`src/design/utbcd_pkg.sv`:
```
// shared constants and helper functions for the unix time to bcd timestamp unit
package utbcd_pkg;

    // seconds per day split as 2^7 * 675, quotient by 675 through a reciprocal
    localparam int unsigned    DaySecShift   = 7;
    localparam logic [27:0]    DAY_RECIP     = 28'd203613265;
    localparam int unsigned    DayRecipShift = 37;
    localparam logic [33:0]    SECS_PER_DAY  = 34'd86400;

    // day count shifted to start at 0000-03-01, 400-year eras
    localparam logic [19:0]    EPOCH_SHIFT   = 20'd719468;
    localparam logic [19:0]    DAYS_PER_ERA  = 20'd146097;
    localparam int unsigned    MaxEra        = 6;

    // doe / 1460 as (doe >> 2) / 365
    localparam logic [16:0]    QUAD_RECIP    = 17'd91930;
    localparam int unsigned    QuadShift     = 25;
    localparam logic [17:0]    DAYS_PER_CENT = 18'd36524;
    localparam logic [17:0]    ERA_LAST_DAY  = 18'd146096;

    // t / 365 for year of era
    localparam logic [18:0]    YEAR_RECIP    = 19'd367720;
    localparam int unsigned    YearShift     = 27;

    // sod / 60 and minute-of-day / 60
    localparam logic [17:0]    SEC60_RECIP   = 18'd139811;
    localparam int unsigned    Sec60Shift    = 23;
    localparam logic [11:0]    MIN60_RECIP   = 12'd2185;
    localparam int unsigned    Min60Shift    = 17;

    // (5 * doy + 2) / 153 for the march-based month
    localparam logic [11:0]    MON_RECIP     = 12'd3427;
    localparam int unsigned    MonShift      = 19;

    localparam logic [7:0]     SIGN_PLUS     = 8'h2B;
    localparam logic [7:0]     OFFSET_ZERO   = 8'h00;

    // two-digit packed bcd of a value below 100
    function automatic logic [7:0] to_bcd(input logic [6:0] v);
        logic [13:0] prod;
        logic [3:0]  tens;
        logic [6:0]  ones;
        prod = 14'(v) * 14'd103;
        tens = prod[13:10];
        ones = v - 7'({tens, 3'b000}) - 7'({tens, 1'b0});
        return {tens, ones[3:0]};
    endfunction

    // first day of year for each march-based month, (153 * mp + 2) / 5
    function automatic logic [8:0] month_start(input logic [3:0] mp);
        logic [8:0] base;
        unique case (mp)
            4'd0:    base = 9'd0;
            4'd1:    base = 9'd31;
            4'd2:    base = 9'd61;
            4'd3:    base = 9'd92;
            4'd4:    base = 9'd122;
            4'd5:    base = 9'd153;
            4'd6:    base = 9'd184;
            4'd7:    base = 9'd214;
            4'd8:    base = 9'd245;
            4'd9:    base = 9'd275;
            4'd10:   base = 9'd306;
            4'd11:   base = 9'd337;
            default: base = 9'd0;
        endcase
        return base;
    endfunction

endpackage

```
`src/design/utbcd_if.sv`:
```
// valid/ready channel interfaces for unix seconds in and bcd timestamp out

interface utbcd_in_if;
    logic        valid;
    logic        ready;
    logic [33:0] unix_seconds;

    modport source (output valid, output unix_seconds, input ready);
    modport sink   (input valid, input unix_seconds, output ready);
endinterface

interface utbcd_out_if;
    logic       valid;
    logic       ready;
    logic [7:0] year_bcd;
    logic [4:0] month_bcd;
    logic [5:0] day_bcd;
    logic [5:0] hour_bcd;
    logic [6:0] minute_bcd;
    logic [6:0] second_bcd;
    logic [7:0] sign_octet;
    logic [7:0] offset_hours_bcd;
    logic [7:0] offset_minutes_bcd;

    modport source (
        output valid, output year_bcd, output month_bcd, output day_bcd,
        output hour_bcd, output minute_bcd, output second_bcd, output sign_octet,
        output offset_hours_bcd, output offset_minutes_bcd, input ready
    );
    modport sink (
        input valid, input year_bcd, input month_bcd, input day_bcd,
        input hour_bcd, input minute_bcd, input second_bcd, input sign_octet,
        input offset_hours_bcd, input offset_minutes_bcd, output ready
    );
endinterface

```
`src/design/unix_time_to_bcd_timestamp_unit.sv`:
```
// seven-stage pipeline converting unix seconds to a bcd utc charging timestamp
// throughput: one transfer per cycle unless the output stalls; every stage is
//   a reciprocal multiply or a short compare/subtract, so the stage depth is
//   about one 28x27 multiply
// backpressure stalls all stages together; the last stage is the output register
// reset (i_rst_n low, synchronous) clears the stage valid bits only
module unix_time_to_bcd_timestamp_unit (
    input  logic               i_clk,
    input  logic               i_rst_n,
    utbcd_in_if.sink           i_ts,
    utbcd_out_if.source        o_ts
);
    import utbcd_pkg::*;

    // one valid bit per stage, bit 6 is the output register
    logic [6:0]  r_vld;
    logic        advance;

    // stage 1: raw seconds and the day-count product
    logic [33:0] r1_secs;
    logic [54:0] r1_prod;
    logic [54:0] n1_prod;

    // stage 2: second of day and day of era
    logic [16:0] r2_sod;
    logic [17:0] r2_doe;
    logic [17:0] s2_days;
    logic [33:0] s2_day_secs;
    logic [19:0] s2_z;
    logic [2:0]  s2_era;

    // stage 3: leap-corrected day count and minute of day
    logic [17:0] r3_t;
    logic [17:0] r3_doe;
    logic [16:0] r3_sod;
    logic [10:0] r3_tm;
    logic [32:0] s3_quad_prod;
    logic [6:0]  s3_quads;
    logic [2:0]  s3_cents;
    logic [34:0] s3_tm_prod;

    // stage 4: year product and binary time of day
    logic [36:0] r4_yprod;
    logic [17:0] r4_doe;
    logic [4:0]  r4_hour;
    logic [5:0]  r4_min;
    logic [5:0]  r4_sec;
    logic [22:0] s4_hr_prod;
    logic [4:0]  s4_hour;

    // stage 5: year of era, day of year, bcd time of day
    logic [8:0]  r5_yoe;
    logic [8:0]  r5_doy;
    logic [7:0]  r5_hour_bcd;
    logic [7:0]  r5_min_bcd;
    logic [7:0]  r5_sec_bcd;
    logic [8:0]  s5_yoe;
    logic [1:0]  s5_cents;
    logic [17:0] s5_year_days;

    // stage 6: march-based month
    logic [3:0]  r6_mp;
    logic [8:0]  r6_doy;
    logic [8:0]  r6_yoe;
    logic [7:0]  r6_hour_bcd;
    logic [7:0]  r6_min_bcd;
    logic [7:0]  r6_sec_bcd;
    logic [22:0] s6_mp_prod;

    // stage 7: output register
    logic [7:0]  r7_year_bcd;
    logic [7:0]  r7_month_bcd;
    logic [7:0]  r7_day_bcd;
    logic [7:0]  r7_hour_bcd;
    logic [7:0]  r7_min_bcd;
    logic [7:0]  r7_sec_bcd;
    logic [4:0]  s7_day;
    logic [3:0]  s7_month;
    logic [8:0]  s7_ylong;
    logic [6:0]  s7_ymod;

    // whole pipe moves when the output register is empty or being drained
    assign advance    = !r_vld[6] || o_ts.ready;
    assign i_ts.ready = advance;

    always_ff @(posedge i_clk) begin
        if (!i_rst_n) begin
            r_vld <= '0;
        end else if (advance) begin
            r_vld <= {r_vld[5:0], i_ts.valid};
        end
    end

    // ---------------- stage 1 ----------------
    // days = secs / 86400 = (secs >> 7) / 675
    assign n1_prod = 55'(i_ts.unix_seconds[33:DaySecShift]) * 55'(DAY_RECIP);

    always_ff @(posedge i_clk) begin
        if (advance) begin
            r1_secs <= i_ts.unix_seconds;
            r1_prod <= n1_prod;
        end
    end

    // ---------------- stage 2 ----------------
    always_comb begin
        s2_days     = r1_prod[DayRecipShift +: 18];
        s2_day_secs = 34'(s2_days) * SECS_PER_DAY;
        s2_z        = 20'(s2_days) + EPOCH_SHIFT;
        // era is at most six over the input range, found by parallel compares
        s2_era = '0;
        for (int k = 1; k <= MaxEra; k++) begin
            if (s2_z >= 20'(k) * DAYS_PER_ERA) begin
                s2_era = s2_era + 3'd1;
            end
        end
    end

    always_ff @(posedge i_clk) begin
        if (advance) begin
            r2_sod <= 17'(r1_secs - s2_day_secs);
            r2_doe <= 18'(s2_z - 20'(s2_era) * DAYS_PER_ERA);
        end
    end

    // ---------------- stage 3 ----------------
    always_comb begin
        // doe / 1460, at most 100
        s3_quad_prod = 33'(r2_doe[17:2]) * 33'(QUAD_RECIP);
        s3_quads     = s3_quad_prod[QuadShift +: 7];
        // doe / 36524, at most 4
        s3_cents = '0;
        for (int k = 1; k <= 4; k++) begin
            if (r2_doe >= 18'(k) * DAYS_PER_CENT) begin
                s3_cents = s3_cents + 3'd1;
            end
        end
        // minute of day
        s3_tm_prod = 35'(r2_sod) * 35'(SEC60_RECIP);
    end

    always_ff @(posedge i_clk) begin
        if (advance) begin
            // last day of the era drops the extra leap day
            r3_t   <= r2_doe - 18'(s3_quads) + 18'(s3_cents)
                      - 18'(r2_doe == ERA_LAST_DAY);
            r3_doe <= r2_doe;
            r3_sod <= r2_sod;
            r3_tm  <= s3_tm_prod[Sec60Shift +: 11];
        end
    end

    // ---------------- stage 4 ----------------
    always_comb begin
        s4_hr_prod = 23'(r3_tm) * 23'(MIN60_RECIP);
        s4_hour    = s4_hr_prod[Min60Shift +: 5];
    end

    always_ff @(posedge i_clk) begin
        if (advance) begin
            r4_yprod <= 37'(r3_t) * 37'(YEAR_RECIP);
            r4_doe   <= r3_doe;
            r4_hour  <= s4_hour;
            r4_min   <= 6'(r3_tm - 11'(s4_hour) * 11'd60);
            r4_sec   <= 6'(r3_sod - 17'(r3_tm) * 17'd60);
        end
    end

    // ---------------- stage 5 ----------------
    always_comb begin
        s5_yoe = r4_yprod[YearShift +: 9];
        // yoe / 100, at most 3
        s5_cents = '0;
        for (int k = 1; k <= 3; k++) begin
            if (s5_yoe >= 9'(k * 100)) begin
                s5_cents = s5_cents + 2'd1;
            end
        end
        s5_year_days = 18'(s5_yoe) * 18'd365 + 18'(s5_yoe[8:2]) - 18'(s5_cents);
    end

    always_ff @(posedge i_clk) begin
        if (advance) begin
            r5_yoe      <= s5_yoe;
            r5_doy      <= 9'(r4_doe - s5_year_days);
            r5_hour_bcd <= to_bcd(7'(r4_hour));
            r5_min_bcd  <= to_bcd(7'(r4_min));
            r5_sec_bcd  <= to_bcd(7'(r4_sec));
        end
    end

    // ---------------- stage 6 ----------------
    assign s6_mp_prod = 23'(11'(r5_doy) * 11'd5 + 11'd2) * 23'(MON_RECIP);

    always_ff @(posedge i_clk) begin
        if (advance) begin
            r6_mp       <= s6_mp_prod[MonShift +: 4];
            r6_doy      <= r5_doy;
            r6_yoe      <= r5_yoe;
            r6_hour_bcd <= r5_hour_bcd;
            r6_min_bcd  <= r5_min_bcd;
            r6_sec_bcd  <= r5_sec_bcd;
        end
    end

    // ---------------- stage 7 ----------------
    always_comb begin
        s7_day   = 5'(r6_doy - month_start(r6_mp) + 9'd1);
        s7_month = (r6_mp < 4'd10) ? r6_mp + 4'd3 : r6_mp - 4'd9;
        // january and february belong to the next civil year; eras are
        // multiples of 400 years so only year of era matters modulo 100
        s7_ylong = r6_yoe + 9'(r6_mp >= 4'd10);
        priority if (s7_ylong >= 9'd400) begin
            s7_ymod = 7'(s7_ylong - 9'd400);
        end else if (s7_ylong >= 9'd300) begin
            s7_ymod = 7'(s7_ylong - 9'd300);
        end else if (s7_ylong >= 9'd200) begin
            s7_ymod = 7'(s7_ylong - 9'd200);
        end else if (s7_ylong >= 9'd100) begin
            s7_ymod = 7'(s7_ylong - 9'd100);
        end else begin
            s7_ymod = 7'(s7_ylong);
        end
    end

    always_ff @(posedge i_clk) begin
        if (advance) begin
            r7_year_bcd  <= to_bcd(s7_ymod);
            r7_month_bcd <= to_bcd(7'(s7_month));
            r7_day_bcd   <= to_bcd(7'(s7_day));
            r7_hour_bcd  <= r6_hour_bcd;
            r7_min_bcd   <= r6_min_bcd;
            r7_sec_bcd   <= r6_sec_bcd;
        end
    end

    // output channel, fields truncated to their packed bcd widths
    assign o_ts.valid              = r_vld[6];
    assign o_ts.year_bcd           = r7_year_bcd;
    assign o_ts.month_bcd          = r7_month_bcd[4:0];
    assign o_ts.day_bcd            = r7_day_bcd[5:0];
    assign o_ts.hour_bcd           = r7_hour_bcd[5:0];
    assign o_ts.minute_bcd         = r7_min_bcd[6:0];
    assign o_ts.second_bcd         = r7_sec_bcd[6:0];
    assign o_ts.sign_octet         = SIGN_PLUS;
    assign o_ts.offset_hours_bcd   = OFFSET_ZERO;
    assign o_ts.offset_minutes_bcd = OFFSET_ZERO;

endmodule

```
`src/flat_wrapper.sv`:
```
// flat-port wrapper written by rule: the top's interface ports become plain ports
module unix_time_to_bcd_timestamp_unit_flat import utbcd_pkg::*;
  (i_clk, i_rst_n, i_ts_valid, i_ts_unix_seconds, i_ts_ready, o_ts_valid, o_ts_year_bcd, o_ts_month_bcd, o_ts_day_bcd, o_ts_hour_bcd, o_ts_minute_bcd, o_ts_second_bcd, o_ts_sign_octet, o_ts_offset_hours_bcd, o_ts_offset_minutes_bcd, o_ts_ready);
  utbcd_in_if i_ts_i ();
  utbcd_out_if o_ts_i ();
  input  logic i_clk;
  input  logic i_rst_n;
  input wire logic [$bits(i_ts_i.valid)-1:0] i_ts_valid;
  input wire logic [$bits(i_ts_i.unix_seconds)-1:0] i_ts_unix_seconds;
  output wire logic [$bits(i_ts_i.ready)-1:0] i_ts_ready;
  output wire logic [$bits(o_ts_i.valid)-1:0] o_ts_valid;
  output wire logic [$bits(o_ts_i.year_bcd)-1:0] o_ts_year_bcd;
  output wire logic [$bits(o_ts_i.month_bcd)-1:0] o_ts_month_bcd;
  output wire logic [$bits(o_ts_i.day_bcd)-1:0] o_ts_day_bcd;
  output wire logic [$bits(o_ts_i.hour_bcd)-1:0] o_ts_hour_bcd;
  output wire logic [$bits(o_ts_i.minute_bcd)-1:0] o_ts_minute_bcd;
  output wire logic [$bits(o_ts_i.second_bcd)-1:0] o_ts_second_bcd;
  output wire logic [$bits(o_ts_i.sign_octet)-1:0] o_ts_sign_octet;
  output wire logic [$bits(o_ts_i.offset_hours_bcd)-1:0] o_ts_offset_hours_bcd;
  output wire logic [$bits(o_ts_i.offset_minutes_bcd)-1:0] o_ts_offset_minutes_bcd;
  input wire logic [$bits(o_ts_i.ready)-1:0] o_ts_ready;
  assign i_ts_i.valid = i_ts_valid;
  assign i_ts_i.unix_seconds = i_ts_unix_seconds;
  assign i_ts_ready = i_ts_i.ready;
  assign o_ts_valid = o_ts_i.valid;
  assign o_ts_year_bcd = o_ts_i.year_bcd;
  assign o_ts_month_bcd = o_ts_i.month_bcd;
  assign o_ts_day_bcd = o_ts_i.day_bcd;
  assign o_ts_hour_bcd = o_ts_i.hour_bcd;
  assign o_ts_minute_bcd = o_ts_i.minute_bcd;
  assign o_ts_second_bcd = o_ts_i.second_bcd;
  assign o_ts_sign_octet = o_ts_i.sign_octet;
  assign o_ts_offset_hours_bcd = o_ts_i.offset_hours_bcd;
  assign o_ts_offset_minutes_bcd = o_ts_i.offset_minutes_bcd;
  assign o_ts_i.ready = o_ts_ready;
  unix_time_to_bcd_timestamp_unit u_core (.i_clk(i_clk), .i_rst_n(i_rst_n), .i_ts(i_ts_i), .o_ts(o_ts_i));
endmodule
```
`config.mk`:
```
export PLATFORM = sky130hd
export DESIGN_NAME = unix_time_to_bcd_timestamp_unit_flat
export DESIGN_NICKNAME = d
export VERILOG_FILES = /design/src/design/utbcd_pkg.sv /design/src/design/utbcd_if.sv /design/src/design/unix_time_to_bcd_timestamp_unit.sv /design/src/flat_wrapper.sv
export SDC_FILE = /design/constraint.sdc
export NUM_CORES = 2
export LEC_CHECK = 0
export ABC_AREA = 1
export BUFFER_PORTS_ARGS = -buffer_cell sky130_fd_sc_hd__buf_2
export CORE_MARGIN = 1.5
export CORE_UTILIZATION = 40
export DETAILED_ROUTE_END_ITERATION = 16
export GPL_TIMING_DRIVEN = 0
export PLACE_DENSITY = 0.58
export RECOVER_POWER = 25
export REMOVE_ABC_BUFFERS = 1
export SLEW_MARGIN = 25
export SYNTH_ARGS = -nofsm -noshare
export SYNTH_HDL_FRONTEND = slang
export SYNTH_SLANG_ARGS = --single-unit
```
`constraint.sdc`:
```
create_clock -name i_clk -period 18.74 [get_ports i_clk]
set_input_delay 3.748 -clock i_clk [delete_from_list [all_inputs] [get_ports i_clk]]
set_output_delay 3.748 -clock i_clk [all_outputs]
set_load 0.05 [all_outputs]
```
# Word level (Yosys, flattened, before mapping)
# Memories as Yosys holds them, arrays and structs flattened. A register that Yosys moved wholly into a read port is not among the register bits.
# Index checks and enable logic that the tools add are counted.
dict set report word_totals {
  ff_bits 332
  romBits 144
  inputBits 38
  out_inout_bits 65
  elab_cells 134
  memories 1
}
# memory depth width read_ports rd_ports_with_merged_regs write_ports line
set mem_list {}
lappend mem_list {{(no name shown)} 16 9 1 1 0 utbcd_pkg.sv:52} ;# unique case (mp)
dict set report classes {
  n_addsub 43
  mul 18
  magnitude_cmp 19
  n_eq_ne 1
  mux 19
  n_reduce_logical 2
}
# cell n
set ops {}
lappend ops {{20-bit greater-or-equal comparator, second input constant} 3}
lappend ops {{27-bit by 28-bit multiplier with 55-bit output, second input constant} 1}
lappend ops {{20-bit by 19-bit greater-or-equal comparator with 1-bit output, second input constant} 2}
lappend ops {{18-bit by 17-bit greater-or-equal comparator with 1-bit output, second input constant} 2}
lappend ops {{4-bit subtractor} 9}
lappend ops {{17-bit by 18-bit multiplier with 34-bit output, second input constant} 1}
lappend ops {{18-bit by 16-bit multiplier with 33-bit output, second input constant} 1}
lappend ops {{16-bit by 16-bit multiplier with 31-bit output, second input constant} 1}
lappend ops {{7-bit 2-to-1 mux} 4}
lappend ops {{9-bit greater-or-equal comparator, second input constant} 3}
lappend ops {{6-bit by 7-bit multiplier with 13-bit output, second input constant} 2}
lappend ops {{5-bit by 7-bit multiplier with 12-bit output, second input constant} 2}
lappend ops {{3-bit 2-to-1 mux} 8}
lappend ops {{23-bit by 12-bit multiplier with 23-bit output, second input constant} 1}
lappend ops {{11-bit by 12-bit multiplier with 22-bit output, second input constant} 1}
lappend ops {{18-bit by 20-bit adder with 20-bit output, second input constant} 1}
lappend ops {{20-bit by 18-bit greater-or-equal comparator with 1-bit output, second input constant} 1}
lappend ops {{18-bit by 3-bit adder with 18-bit output} 1}
lappend ops {{3-bit by 1-bit adder with 3-bit output, second input constant} 6}
lappend ops {{18-bit == test, second input constant} 1}
lappend ops {{18-bit by 16-bit greater-or-equal comparator with 1-bit output, second input constant} 1}
lappend ops {{18-bit greater-or-equal comparator, second input constant} 1}
lappend ops {{9-bit by 7-bit greater-or-equal comparator with 1-bit output, second input constant} 2}
lappend ops {{9-bit by 8-bit greater-or-equal comparator with 1-bit output, second input constant} 2}
lappend ops {{36 further kinds} 45}

# Logic depth before layout (Yosys ltp)
dict set report depth {
  depth_word 15
  ltp_mapped 48
  mapped_depth_nobuf 48
}

# Least setup slack after synthesis
# Ideal clock, no wire load.
dict set report synth_timing {
  kind {input -> output}
  start {in o_ts_ready}
  end {out i_ts_ready}
  arrival_time_ps 6846
  required_time_ps 14992
  setup_slack_ps 8146
  cell_stages 2
  path_buffers 0
  cell_sequence {nor2_1 > inv_2}
}
dict set report synth_between {
  elab_chain_len 1
}
# item line
set synth_rtl {}
lappend synth_rtl {{start: declaration} flat_wrapper.sv:21} ;# input wire logic [$bits(o_ts_i.ready)-1:0] o_ts_ready;
lappend synth_rtl {{1-bit logical OR} unix_time_to_bcd_timestamp_unit.sv:83} ;# assign advance = !r_vld[6] || o_ts.ready;
lappend synth_rtl {{end: declaration} flat_wrapper.sv:10} ;# output wire logic [$bits(i_ts_i.ready)-1:0] i_ts_ready;
# Every way passes these cells.

# Worst setup path in the final report
dict set report layout_timing {
  start {in i_ts_unix_seconds[15]}
  end {reg u_core.r1_prod[52], data pin}
}
dict set report layout_between {
  elab_chain_len 1
}
# item line
set layout_rtl {}
lappend layout_rtl {{start: declaration} flat_wrapper.sv:9} ;# input wire logic [$bits(i_ts_i.unix_seconds)-1:0] i_ts_unix_seconds;
lappend layout_rtl {{27-bit by 28-bit multiplier with 55-bit output} unix_time_to_bcd_timestamp_unit.sv:96} ;# assign n1_prod = 55'(i_ts.unix_seconds[33:DaySecShift]) * 55'(DAY_RECIP);
lappend layout_rtl {{via u_core.n1_prod[52]} unix_time_to_bcd_timestamp_unit.sv:22} ;# logic [54:0] n1_prod;
lappend layout_rtl {{end signal: assignment} unix_time_to_bcd_timestamp_unit.sv:101} ;# r1_prod <= n1_prod;
lappend layout_rtl {{end: declaration} unix_time_to_bcd_timestamp_unit.sv:21} ;# logic [54:0] r1_prod;
# The timed path passes the listed nets, and every way through them passes these cells.
# A chain may end at the register's enable or synchronous reset.

==> results by group <==
Run status
  • Status: completed

Finish
  • Final Cell Area: between 50,000 and 60,000 um2
  • Share of cells above drive strength 1: under 10%
  • NumNets Final: around 7,000
  • Fillers: between 10,000 and 15,000
  • Diode count: 0
  • Core Util, Final: 43.5%
  • Area delta synth->final: 7.65%

Clock network
  • Post-cts gate resize count: 0
  • CTS tree: built
  • Number of buffers on the longest clock path: 3
  • Inserted Clock Buffers: 38
  • Skew-Pair Late Insertion Delay: around 0.56 ns
  • Root Buffer Master: clkbuf_16
  • CTS sink cnt: around 280
  • # H-tree levels: 2
  • Clock-pin transition on the worst setup and hold timing paths: 0.06 ns
  • # hold bufs at CTS: 0
  • Setup Fix Bufs, Post-CTS: 0

Critical path
  • WP data required: approximately 19 ns
  • CP arrival: between 9 and 10 ns
  • Critical path class: primary input to flop
  • Crit path max fanout: 8
  • Crit path capture type: flop
  • Crit start category: primary input

Synthesis
  • Syn Inst Count: approximately 5,100
  • Synth Area per Inst: roughly 9.5 um2
  • Most frequent cell after synthesis: inv_1
  • Ys flop type: edfxtp_1
  • Top post-synthesis cells by area: ha_1 31%, fa_1 23%, edfxtp_1 16%
  • Synth cell types: 57
  • Post-synth top area share: a little under a third
  • Ys Warns: 0
  • Post-synthesis cell area: between 40,000 and 50,000 um2
  • Synth cell count leaders: 1,228 x inv_1, 1,204 x ha_1, 559 x nand2_1, 547 x fa_1, 264 x edfxtp_1
  • Synth area leader: ha_1
  • Number of synthesized flops with an enable pin: 264
  • Async S/R FF share, synth: 0%
  • Seq/Total Area, Yosys: about 17%
  • #FFs+latches synth: 276

Timing
  • Final Max Tran Viols: 0
  • Crit share post-route: between 50 and 60%
  • RSZ-0062 raised after global routing: no
  • Slew @ Worst Pin: 0.898 ns
  • Fin crit period: approximately 9.4 ns
  • Hold Violations, Final: 0
  • Achievable clock frequency: between 100 and 150 MHz
  • Final Skew: about 0.022 ns
  • Setup TNS Final: 0 ns
  • Setup-failing EPs final: 0
  • Slew HR: between 40% and 50%

Placed design
  • Buffers added on ports: 78
  • HPWL after detailed placement: just under 90 mm
  • Placer Congestion: 0.927
  • Placed cell areas: 50,900 um2

Die
  • Core region area: about 120,000 um2
  • Starting Density: 40.4%
  • Die H: around 350 um
  • Chip Width: about 350 um
  • Die area: around 120,000 um2
  • Row count: 127
  • # IOs: 103

Detailed routing
  • Detailed-router iteration count before antenna repair: 7
  • Total number of vias: ~33,000
  • Via density: 4.82
  • DRC: 0
  • Routed Antenna Nets: 0
  • WL/cell: 14.8 um
  • Detailed Route Iter0 Violations: 1,357
  • Routed wire length: 102 mm

Global routing
  • Antenna violations before repair: 0
  • First-pass GRT wire length: approximately 170 mm
  • Largest net degree at the start of global routing: 99
  • Tot GR Track Use: ~17%
  • Number of global-route vias before repair: 34,500
  • Global route overflow: 0

Job
  • Max-Cap Viols: 0

Worst hold path
  • Min-delay worst type: flop to flop
==> cell type report <==
cell class / count / area [um2] / area share, %
clock buffers: 42 / 987 / 1.89
repair buffers: 81 / 468 / 0.896
flip-flops and latches: 276 / 8170 / 15.6
multi-input cells: 3601 / 35600 / 68.2
well taps: 1612 / 2020 / 3.86
clock inverters: 28 / 325 / 0.623
inverters: 1240 / 4660 / 8.92
==> critical path, stage by stage <==
cell	delay [ns]
clkbuf_1	0.65
ha_1	0.40
inv_1	0.16
fa_1	0.44
ha_1	0.30
inv_1	0.05
fa_1	0.49
inv_1	0.05
fa_1	0.49
inv_1	0.06
fa_1	0.52
inv_1	0.05
fa_1	0.49
ha_1	0.33
nand2_1	0.11
nor4_1	0.55
nand2_1	0.11
nand2_1	0.07
nand2_1	0.04
nand3_1	0.19
a21o_1	0.19
nand2_1	0.08
nand3_1	0.07
nand2_1	0.05
==> per-layer routing <==
layer,GRT usage (%),wire length [um],vias up
met5,0,0,-
met4,3.34,1870,0
met3,1.20,2450,103
met2,31.1,50900,394
met1,22.0,46800,16000
li1,-,-,16700
==> cells by family after synthesis <==
group | synth area share (%)
fa+ha+maj | 53.6
compound gates | 6.35
simple gates | 9.44
other cells | 0.0155
flops | 16.8
buf+inv | 9.99
xor+xnor | 3.79
==> sequential cells by signal, summed over array words and instances, names as in the netlist, 7 cells and up, named ones only <==
register and count:
u_core.r6_sec_bcd 7, u_core.r2_sod 17, u_core.r4_yprod 9, u_core.r5_yoe 9
u_core.r6_yoe 9, u_core.r5_sec_bcd 7, u_core.o_ts.year_bcd 8, u_core.r2_doe 18
u_core.r1_prod 22, u_core.r6_min_bcd 7, u_core.r5_doy 9, u_core.r4_doe 9
u_core.r5_min_bcd 7, u_core.r3_doe 9, u_core.r_vld 7, u_core.r1_secs 13
u_core.r7_min_bcd 7, u_core.r3_tm 11, u_core.r3_t 18, u_core.r7_sec_bcd 7
==> through the flow <==
| step | hold WS (ns) | instances | worst slack [ns] |
|---|---|---|---|
| after floorplan | 0.400 | 5117 | 8.04 |
| after global placement | 0.401 | 6807 | 5.91 |
| after detailed placement | 0.405 | 6810 | 8.85 |
| after CTS | 0.404 | 6880 | 9.39 |
| after global routing | 0.416 | 6880 | 9.04 |
| final | 0.406 | 6880 | 9.33 |
==> cells in the final DEF, fill, tap and decap left out, types with 6 or more instances in the layout <==
cell type / n
nor2_1: 226
a21oi_1: 249
inv_1: 1228
nor4_1: 11
conb_1: 28
clkinv_1: 6
a211oi_1: 12
xnor2_1: 91
nand4_1: 50
o21ai_1: 8
o21bai_1: 17
ha_1: 1204
clkbuf_16: 39
dfxtp_1: 12
xor2_1: 117
nand2_2: 14
clkbuf_1: 7
a221oi_1: 6
nor3_1: 42
inv_2: 9
buf_2: 74
a31oi_1: 17
o21ai_0: 142
edfxtp_1: 264
fa_1: 547
a21boi_0: 6
nand2_1: 559
or2_2: 12
o211ai_1: 14
o21a_1: 13
nand3_1: 136
a21o_1: 27
==> final timing paths <==
path / from / end / slack, ns / cells past startpoint
setup reg to reg: u_core.r2_doe[15] / u_core.r3_t[16] / 10.27 / 27
hold / removal: u_core.r3_doe[2] / u_core.r4_doe[2] / 0.41 / 0
setup / recovery: i_ts_unix_seconds[15] / u_core.r1_prod[52] / 9.33 / 24
hold reg to reg: u_core.r3_doe[2] / u_core.r4_doe[2] / 0.41 / 0
Power is left out: the tool's default activity adds up to more than one toggle a clock period on the data nets, which glitch-free logic cannot reach.
